==> config.mk <==
export PLATFORM = sky130hd
export DESIGN_NAME = ece_divider
export DESIGN_NICKNAME = d
export VERILOG_FILES = /design/src/rtl/core/easing_curve_evaluator_macros.svh /design/src/rtl/core/ece_pkg.sv /design/src/rtl/core/ece_divider.sv
export SDC_FILE = /design/constraint.sdc
export NUM_CORES = 1
export LEC_CHECK = 0
export ABC_AREA = 1
export CELL_PAD_IN_SITES_DETAIL_PLACEMENT = 1
export CELL_PAD_IN_SITES_GLOBAL_PLACEMENT = 1
export CORE_UTILIZATION = 40
export CTS_BUF_LIST = sky130_fd_sc_hd__clkbuf_16
export CTS_CLUSTER_SIZE = 30
export DETAILED_ROUTE_END_ITERATION = 10
export DONT_BUFFER_PORTS = 1
export GPL_ROUTABILITY_DRIVEN = 1
export PLACE_DENSITY = 0.66
export SYNTH_ARGS = -nofsm -noshare
export SYNTH_HDL_FRONTEND = slang
export SYNTH_SLANG_ARGS = --single-unit
==> constraint.sdc <==
create_clock -name clk_i -period 2.4 [get_ports clk_i]
set_input_delay 0.12 -clock clk_i [delete_from_list [all_inputs] [get_ports clk_i]]
set_output_delay 0.12 -clock clk_i [all_outputs]
set_load 0.03 [all_outputs]
==> src/rtl/core/easing_curve_evaluator_macros.svh <==
// assertion macros for the easing curve evaluator
// bodies expect clk_i and rst_ni in the scope where they are used
`ifndef EASING_CURVE_EVALUATOR_MACROS_SVH
`define EASING_CURVE_EVALUATOR_MACROS_SVH

// same-cycle implication
`define ECE_ASSERT_IMPLY(lbl, ante, cons) \
  lbl: assert property (@(posedge clk_i) disable iff (!rst_ni) (ante) |-> (cons)) \
    else $error("easing curve evaluator check failed");

// next-cycle implication
`define ECE_ASSERT_NEXT(lbl, ante, cons) \
  lbl: assert property (@(posedge clk_i) disable iff (!rst_ni) (ante) |=> (cons)) \
    else $error("easing curve evaluator check failed");

// implication after a fixed number of cycles
`define ECE_ASSERT_DELAY(lbl, ante, n, cons) \
  lbl: assert property (@(posedge clk_i) disable iff (!rst_ni) (ante) |-> ##n (cons)) \
    else $error("easing curve evaluator check failed");

`endif

==> src/rtl/core/ece_pkg.sv <==
// shared types and constants of the easing curve evaluator
// no dependencies
package ece_pkg;

  localparam int TIME_BITS = 16;
  localparam int FRAC_BITS = 16;
  localparam int Q_W       = FRAC_BITS + 1;  // quotient below 2.0
  localparam int P_W       = FRAC_BITS + 2;  // progress up to 2.0
  localparam int PW_W      = FRAC_BITS + 5;  // powers up to 16.0
  localparam int U_W       = FRAC_BITS + 1;  // sine argument up to 1.0
  localparam int DIV_STAGES = Q_W;
  localparam int SIN_STAGES = 7;

  localparam logic [P_W-1:0] ONE  = P_W'(1) << FRAC_BITS;
  localparam logic [P_W-1:0] HALF = P_W'(1) << (FRAC_BITS - 1);
  localparam logic [P_W-1:0] TWO  = P_W'(2) << FRAC_BITS;

  localparam logic [3:0] OP_LINEAR   = 4'd0;
  localparam logic [3:0] OP_IN_FIRST = 4'd1;
  localparam logic [3:0] OP_IN_LAST  = 4'd4;
  localparam logic [3:0] OP_OUT_FIRST = 4'd5;
  localparam logic [3:0] OP_OUT_LAST = 4'd8;
  localparam logic [3:0] OP_IO_FIRST = 4'd9;
  localparam logic [3:0] OP_IO_LAST  = 4'd12;

  // taylor coefficients of sin(pi/2 x) in q30, highest order first
  localparam logic [30:0] SIN_TOP = 31'd3864;
  localparam logic [30:0] SIN_COEF [5] = '{31'd172272, 31'd5026995, 31'd85569306,
                                            31'd693598668, 31'd1686629713};
  localparam logic [61:0] HALF_Q30 = 62'd1 << 29;

  typedef enum logic [1:0] {
    CLS_LIN,
    CLS_IN,
    CLS_OUT,
    CLS_IO
  } ece_cls_e;

  typedef struct packed {
    logic [3:0] op;
    logic       one;   // result forced to 1.0
    logic       sat2;  // progress saturates at 2.0
  } ece_ctl_t;

  typedef struct packed {
    logic           one;
    ece_cls_e       cls;
    logic [1:0]     kind;  // 0 sine, 1 quad, 2 cubic, 3 quart
    logic           lo;    // progress below one half
    logic           neg;   // doubled progress went past 2.0
    logic           cneg;  // cosine quadrant is negative
    logic [P_W-1:0] p;
  } ece_eval_t;

endpackage

==> src/rtl/core/ece_divider.sv <==
// pipelined restoring divider, one quotient bit per stage
// depends on ece_pkg
module ece_divider import ece_pkg::*; (
  input  logic                 clk_i,
  input  logic                 rst_ni,
  input  logic                 vld_i,
  input  ece_ctl_t             ctl_i,
  input  logic [TIME_BITS-1:0] el_i,
  input  logic [TIME_BITS-1:0] du_i,
  output logic                 vld_o,
  output ece_ctl_t             ctl_o,
  output logic [Q_W-1:0]       q_o
);

  logic                 vld_q [1:DIV_STAGES];
  ece_ctl_t             ctl_q [1:DIV_STAGES];
  logic [TIME_BITS-1:0] du_q  [1:DIV_STAGES];
  logic [TIME_BITS-1:0] rem_q [1:DIV_STAGES];
  logic [Q_W-1:0]       q_q   [1:DIV_STAGES];

  for (genvar k = 0; k < DIV_STAGES; k++) begin : g_stage
    logic                 vld_in;
    ece_ctl_t             ctl_in;
    logic [TIME_BITS-1:0] du_in;
    logic [TIME_BITS-1:0] rem_in;
    logic [Q_W-1:0]       q_in;
    logic                 nb;
    logic [TIME_BITS:0]   t;
    logic [TIME_BITS:0]   diff;
    logic                 ge;

    if (k == 0) begin : g_first
      // remainder after the bits above the quotient range is el >> 1
      assign vld_in = vld_i;
      assign ctl_in = ctl_i;
      assign du_in  = du_i;
      assign rem_in = {1'b0, el_i[TIME_BITS-1:1]};
      assign q_in   = '0;
      assign nb     = el_i[0];
    end else begin : g_rest
      assign vld_in = vld_q[k];
      assign ctl_in = ctl_q[k];
      assign du_in  = du_q[k];
      assign rem_in = rem_q[k];
      assign q_in   = q_q[k];
      assign nb     = 1'b0;
    end

    assign t    = {rem_in, nb};
    assign diff = t - {1'b0, du_in};
    assign ge   = (t >= {1'b0, du_in});

    always_ff @(posedge clk_i or negedge rst_ni) begin
      if (!rst_ni) begin
        vld_q[k+1] <= 1'b0;
      end else begin
        vld_q[k+1] <= vld_in;
      end
    end

    always_ff @(posedge clk_i) begin
      ctl_q[k+1] <= ctl_in;
      du_q[k+1]  <= du_in;
      rem_q[k+1] <= ge ? diff[TIME_BITS-1:0] : t[TIME_BITS-1:0];
      q_q[k+1]   <= {q_in[Q_W-2:0], ge};
    end
  end

  assign vld_o = vld_q[DIV_STAGES];
  assign ctl_o = ctl_q[DIV_STAGES];
  assign q_o   = q_q[DIV_STAGES];

endmodule

### Word-level counts from Yosys, hierarchy flattened

Memory sizes are Yosys's and may differ from the RTL's.
Cells that the tools add are included.

* flip-flop bits (word level): 17
* word-level logic and storage cells: 72
* RAM bits: 935
* memories kept: 4

* $lt $le $gt $ge: 17
* $add $sub $neg: 17
* mux-type cells: 17

Memories
* q_q: words 17, bits a word 17, read ports 17, clocked after Yosys merged registers in 0, write ports 17, line ece_divider.sv:19 `logic [Q_W-1:0] q_q [1:DIV_STAGES];`
* du_q: words 17, bits a word 16, read ports 16, clocked after Yosys merged registers in 0, write ports 17, line ece_divider.sv:17 `logic [TIME_BITS-1:0] du_q [1:DIV_STAGES];`
* rem_q: words 17, bits a word 16, read ports 16, clocked after Yosys merged registers in 0, write ports 17, line ece_divider.sv:18 `logic [TIME_BITS-1:0] rem_q [1:DIV_STAGES];`
* ctl_q: words 17, bits a word 6, read ports 17, clocked after Yosys merged registers in 0, write ports 17, line ece_divider.sv:16 `ece_ctl_t ctl_q [1:DIV_STAGES];`

Operators with widths (number)
* greater-or-equal comparator 17 x 16 -> 1 bit: 16
* 2-to-1 mux 16 bit: 17
* subtractor 16 bit: 17
* greater-or-equal comparator 16 bit: 1

### Depth between registers and ports, before layout

Gate-level depths: netlist of run 1.
An unclocked memory read counts as a cell.

* depth after elaboration: 3
* depth in mapped cells: 15

### Worst setup path before layout of run 1

OpenSTA, ideal clock, no wires.

* path type: input to register
* from: input port el_i[0]
* to: register rem_q[0][17] (netlist name)
* setup time: 0.115 ns
* arrival: 1.604 ns
* cell stages on the path: 12
* buffers on the path: 1
* slack: 0.681 ns
* path through: inv_1 ha_1 fa_1 inv_1 nand3_1 nand3_1 nand2_1 nand2_1 nand2_2 nand3_4 buf_8 o21ai_2

RTL lines
* start, declared: line ece_divider.sv:8 `input logic [TIME_BITS-1:0] el_i,`

==> impl_metrics.toml, run 1 <==
[critical_path]
path_max_fanout = 8
critPathMaxStageDelay_ps = 550
critPathKind = "in2reg"
crit_slowest_cell = "dlygate4sd3_1"
rrSetupSlack_ps = 210
cp_common_cell = "nand2_1"
worstReg2RegStart = "du_q[0][138]"
crit_required_ps = 2940
worst_r2r_endpoint = "rem_q[0][153]"
r2r_cells = 11
critPathArrivalTime_ps = 2740
cp_cell_sequence = "dlygate4sd3_1 > inv_1 > ha_1 > fa_1 > inv_1 > nand3_1 > nand3_1 > nand2_1 > nand2_1 > nand2_2 > nand4_1 > dlygate4sd3_1 > nand2_1"
critPathLaunchType = "input port"
critPathCaptureType = "flop"

[die]
io_pins = 65
start_util_pct = 40.4
die_x_um = 306
core_region_area_sq_mm = 0.0917
die_h_um = 306
die_area_sq_mm = 0.0938
row_count = 111

[hold_path]
worst_hold_path.endpoint = "du_q[0][18]"
hold_class = "in2reg"
min_path_cells = 1
hp-start = "du_i[2]"

[power_and_ir_drop]
p_seq_share_pct = 33.0
power.density_mw_per_mm2 = 1430
power.internal_mw = 33.7
p_leak_nw = 22.6
swShare_pct = 43.1
comb_power_share_pct = 45.2
netSwitchingPower_mw = 25.5
ir_worst_vdd_v = 0.000709
clkPwrFrac_pct = 21.8

[finish]
num-nets-final = 5451
final_common_cell = "nand2_1"
drive_gt1_share_pct = 5.97
most-common-layout-cells = "nand2_1 (1781), inv_1 (912), dfxtp_1 (767), nand3_1 (315), ha_1 (271)"
n_antenna_cell = 0
area_delta_synth_final_pct = 12.2

[synthesis]
yosysTopAreaCellShare_pct = 41.4
ys_types = 43
synth_flop_cell = "dfxtp_1"
ys_seq_area_share_pct = 42.6
syn-num-nets = 5342
synth_edf_count = 0
yosysWarnings = 0
syn-cell-area_sq_mm = 0.0370
synthArstFlopShare_pct = 2.17
synthCells = 5014
avgSynthCellArea_sq_um = 7.39
yosysTopAreaCell = "dfxtp_1"
synthTopCellsByArea = "dfxtp_1 (41%), nand2_1 (18%), ha_1 (9.2%)"
ys_seq_elements = 784

[sta]
hold_violations = 0
setup_viol = 0
rsz0062_at_grt = "false"
period_share_pct = 92.1
final_max_slew_viol_count = 0
tightest_slew_ps = 736
skew_ps = 17.8
min_period_ps = 2210
fmax_mhz = 453
worst_slack_ps = 191
slew_headroom_pct = 50.8
fin_tns_setup_ps = 0

[clocking]
clock_path_buffers = 3
cts_buffers = 86
insertion_delay_ps = 650
cts_sinks = 784
clockRootBuffer = "clkbuf_16"
clkTransAtPathRegs_ps = 60
h-tree-depth = 3
cts_tree = "built"

[grt]
track_usage_pct = 22.0
grt_pass1_wl_um = 164000
grt-ovfl-total = 0
antenna_found_initial = 1
grt_max_degree = 19
grt_pass1_vias = 31000

[drt]
drc = 0
vias_per_cell = 4.67
drtIter0Drc = 1090
drtAntennaViolNets = 0
firstDrtPassIters = 4
post_drt_wl_per_cell_um = 15.9
via_count = 29800
wl_um = 102000

[outcome]
status = "finished, final reports clean"

[placement]
finalWeightedCongestion = 0.847
place_ws_ps = 10.3
io_buffer_count = 0
dp_hpwl_um = 82500

[job]
max_cap_violations = 0
layout make-up:
type | count | area [sq um]
multi-input cells | 3252 | 17300
clock buffers | 86 | 2150
clock inverters | 70 | 646
flip-flops and latches | 784 | 15800
well taps | 1186 | 1480
repair buffers | 78 | 721
inverters | 921 | 3470
fillers | 11500 | 50100
metal layers:
layer  global-route usage [%]  wire [um]
met5                        0          0
met3                     2.86       2350
met4                     6.20       2610
met1                     27.1      46500
met2                     39.8      50200
power groups by stage:
stage | combinational (mW) | clock [mW] | sequential, mW
2_1_floorplan | 20.5 | 0 | 18.5
3_3_place_gp | 26.2 | 0 | 19.9
3_5_place_dp | 26.7 | 0 | 19.9
4_1_cts | 27.0 | 13.4 | 19.7
5_1_grt | 30.9 | 14.0 | 19.9
6_report | 26.8 | 12.9 | 19.5
per-stage QoR:
step                      cell area (sq um)  utilization, %  hold WS [ps]  total power [mW]  cells
after global routing                  41600            45.4          36.2              64.7   6377
final                                 41600            45.4          58.8              59.3   6377
after detailed placement              38200            41.7          -175              46.6   6167
after CTS                             41500            45.3          7.00              60.1   6372
after global placement                38200            41.7          -175              46.1   6167
after floorplan                       37000               -          -176              39.0   5014
logic make-up after synthesis:
family,Yosys count,share of synthesized area [%]
xor+xnor,111,2.62
compound gates,188,2.68
buf+inv,978,10.7
flops,784,42.6
simple gates,2666,31.4
fa+ha+maj,287,10.0
critical path: cells and delay by family:
kind,cells,cell delay (ps)
buffers and inverters,4,1250
and+or+nand+nor,7,740
adders and majority gates,2,640
synthesized netlist by cell type, types with 10 or more instances:
library cell	number
a21oi_1	156
and2_1	48
buf_2	14
buf_4	15
buf_6	21
dfrtp_1	17
dfxtp_1	767
fa_1	16
ha_1	271
inv_1	903
inv_2	11
nand2_1	1781
nand2_2	32
nand2_4	18
nand3_1	315
nand3_2	26
nand3b_1	56
nand4_1	77
nor2_1	221
nor2_2	20
nor3_1	30
o21ai_0	19
or2_1	10
xnor2_1	35
xor2_1	76
timing repair:
action | CTS | global route
hold endpoints to repair | 56 | 0
endpoints found under the setup margin | 0 | 7
buffers inserted | 0 | 5
hold buffers | 49 | 0
resized for setup | 0 | 2
flip-flops by register name, summed over array words and instances, names as in the netlist:
name            flops
vld_o               1
du_q              256
g_stage.vld_in     16
rem_q             256
ctl_q             102
q_q               153
worst max-delay path by stage:
stage	start	endpoint
after floorplan	el_i[0]	rem_q[0][17]
after global placement	du_q[0][106]	rem_q[0][123]
after detailed placement	du_q[0][106]	rem_q[0][123]
after CTS	du_q[0][106]	rem_q[0][123]
after global routing	du_q[0][172]	rem_q[0][191]
final	el_i[0]	rem_q[0][30]
(Power assumes the default switching activity.)
==> run 2, diff against run 1 <==
--- a/config.mk
+++ b/config.mk
@@ -6,15 +6,16 @@
 export NUM_CORES = 1
 export LEC_CHECK = 0
 export ABC_AREA = 1
+export ABC_CLOCK_PERIOD_IN_PS = 2400
+export BUFFER_PORTS_ARGS = -buffer_cell sky130_fd_sc_hd__buf_2
 export CELL_PAD_IN_SITES_DETAIL_PLACEMENT = 1
 export CELL_PAD_IN_SITES_GLOBAL_PLACEMENT = 1
 export CORE_UTILIZATION = 40
 export CTS_BUF_LIST = sky130_fd_sc_hd__clkbuf_16
 export CTS_CLUSTER_SIZE = 30
 export DETAILED_ROUTE_END_ITERATION = 10
-export DONT_BUFFER_PORTS = 1
 export GPL_ROUTABILITY_DRIVEN = 1
-export PLACE_DENSITY = 0.66
+export PLACE_DENSITY = 0.67
 export SYNTH_ARGS = -nofsm -noshare
 export SYNTH_HDL_FRONTEND = slang
 export SYNTH_SLANG_ARGS = --single-unit
==> run 2 against run 1 <==
Effect of this change:
- non-clock buffer count grew 63
- highest routed layer unchanged
- first-iteration DRC count is 3.6% higher
- hold slack gained 55 ps
- critical endpoint is now rem_q[0][126]
==> impl_metrics.toml, run 2 (synthesis gave the netlist of run 1 again) <==
[die]
io_pins = 65
row_count = 111
die_h_um = 306
core_region_area_sq_mm = 0.0917
die_x_um = 306
die_area_sq_mm = 0.0938
start_util_pct = 40.4

[finish]
n_antenna_cell = 0
utilization_pct = 45.4
drive_gt1_share_pct = 7.15
design_area_sq_mm = 0.0416
fillers = 11600
area_delta_synth_final_pct = 12.4
final_common_cell = "nand2_1"
most-common-layout-cells = "nand2_1 (1781), inv_1 (911), dfxtp_1 (767), nand3_1 (315), ha_1 (271)"
top_regs = "du_q x256, rem_q x256, q_q x153"
num-nets-final = 5511

[drt]
firstDrtPassIters = 5
drc = 0
wl_um = 102000
post_drt_wl_per_cell_um = 15.9
drtIter0Drc = 1129
vias_per_cell = 4.67
via_count = 30000
drtAntennaViolNets = 0

[sta]
skew_ps = 34.3
hold_violations = 0
fmax_mhz = 443
tightest_slew_ps = 750
min_period_ps = 2260
setup_viol = 0
period_share_pct = 94.2
slew_headroom_pct = 49.9
fin_tns_setup_ps = 0
final_max_slew_viol_count = 0
rsz0062_at_grt = "false"

[critical_path]
path_max_fanout = 15
r2r_cells = 13
rrSetupSlack_ps = 140
critPathKind = "reg2reg"
worstReg2RegStart = "du_q[0][108]"
critPathLaunchType = "flop"
worst_r2r_endpoint = "rem_q[0][126]"
crit_required_ps = 2980
critPathArrivalTime_ps = 2840
critPathCaptureType = "flop"

[hold_path]
hp-start = "ctl_i[1]"
worst_hold_path.endpoint = "ctl_q[0][7]"
hold_class = "in2reg"
min_path_cells = 2

[placement]
io_buffer_count = 64
dp_hpwl_um = 82700
postPlaceCellArea_sq_mm = 0.0387
finalWeightedCongestion = 0.853

[grt]
grt_max_degree = 19
grt_pass1_wl_um = 165000
grt_pass1_vias = 31200
track_usage_pct = 22.1
grt-ovfl-total = 0
antenna_found_initial = 2

[clocking]
clkTransAtPathRegs_ps = 60
cts_buffers = 83
cts_sinks = 784
post_cts.repair.setup_buffers = 0
h-tree-depth = 3
cts_tree = "built"
insertion_delay_ps = 670
clock_path_buffers = 3
clockRootBuffer = "clkbuf_16"

[power_and_ir_drop]
power.density_mw_per_mm2 = 1410
ir_worst_vdd_v = 0.000700
p_leak_nw = 22.8
finalPower_mw = 58.5

[outcome]
status = "finished, final reports clean"

[job]
max_cap_violations = 0
==> run 2: cell types whose count changed in the layout (fill, tap and decap cells not counted), moves of 5 or more <==
cell / previous run / this run
buf_2: 0 / 64
buf_4: 28 / 35
bufinv_16: 8 / 3
dlygate4sd3_1: 49 / 41
==> run 2: layer usage <==
metal  GRT usage [%]  routed length (um)  up-vias
met1            27.2               46300    13900
met4            6.24                2480        0
met5               0                   0        -
li1                -                   -    15600
met2            40.0               50700      282
met3            2.99                2830      135
==> run 2: power by group <==
group / internal, mW / switching (mW) / leakage (nW)
Combinational: 9.44 / 17.7 / 14.8
Sequential: 16.9 / 2.38 / 6.66
Clock: 6.77 / 5.33 / 1.27
Total: 33.1 / 25.4 / 22.8
==> run 2: final cells by class <==
cell class,instances,area (sq um),share of cell area (%)
clock buffer,85,2130,5.11
clock inverter,60,432,1.04
sequential,784,15800,37.9
timing repair buffer,141,1010,2.43
tap,1186,1480,3.57
inverter,921,3470,8.34
multi-input combinational,3252,17300,41.6
==> run 2: timing repair <==
action | in CTS | in global routing
endpoints found under the hold margin | 56 | 0
setup endpoints to repair | 0 | 1
resized for setup | 0 | 1
hold buffers | 41 | 0
==> run 2: through the flow <==
step / hold WS (ps) / cells / setup slack, ps
floorplan: -176 / 5014 / 681
global placement: 48.0 / 6243 / 132
detailed placement: 57.9 / 6243 / 123
CTS: 68.2 / 6429 / 113
global route: 90.5 / 6429 / 11.7
finish: 113 / 6429 / 140
==> run 2: worst max path at each step <==
| stage | depth (start not counted) | start | slack [ps] | to |
|---|---|---|---|---|
| after floorplan | 12 | el_i[0] | 680 | rem_q[0][17] |
| after global placement | 11 | du_q[0][107] | 130 | rem_q[0][126] |
| after detailed placement | 11 | du_q[0][106] | 120 | rem_q[0][126] |
| after CTS | 13 | du_q[0][108] | 110 | rem_q[0][126] |
| after global routing | 13 | du_q[0][108] | 10 | rem_q[0][126] |
| final | 13 | du_q[0][108] | 140 | rem_q[0][126] |
==> run 2: critical path: stages, from the launching register on <==
cell,delay [ps]
dfxtp_1,430
inv_1,70
ha_1,380
nand2_1,150
inv_1,50
nand2_1,60
nand2_1,70
nand2_1,60
nand2_1,50
nor2_1,180
nand2_4,150
inv_2,280
nand2_1,130
nand2_1,140
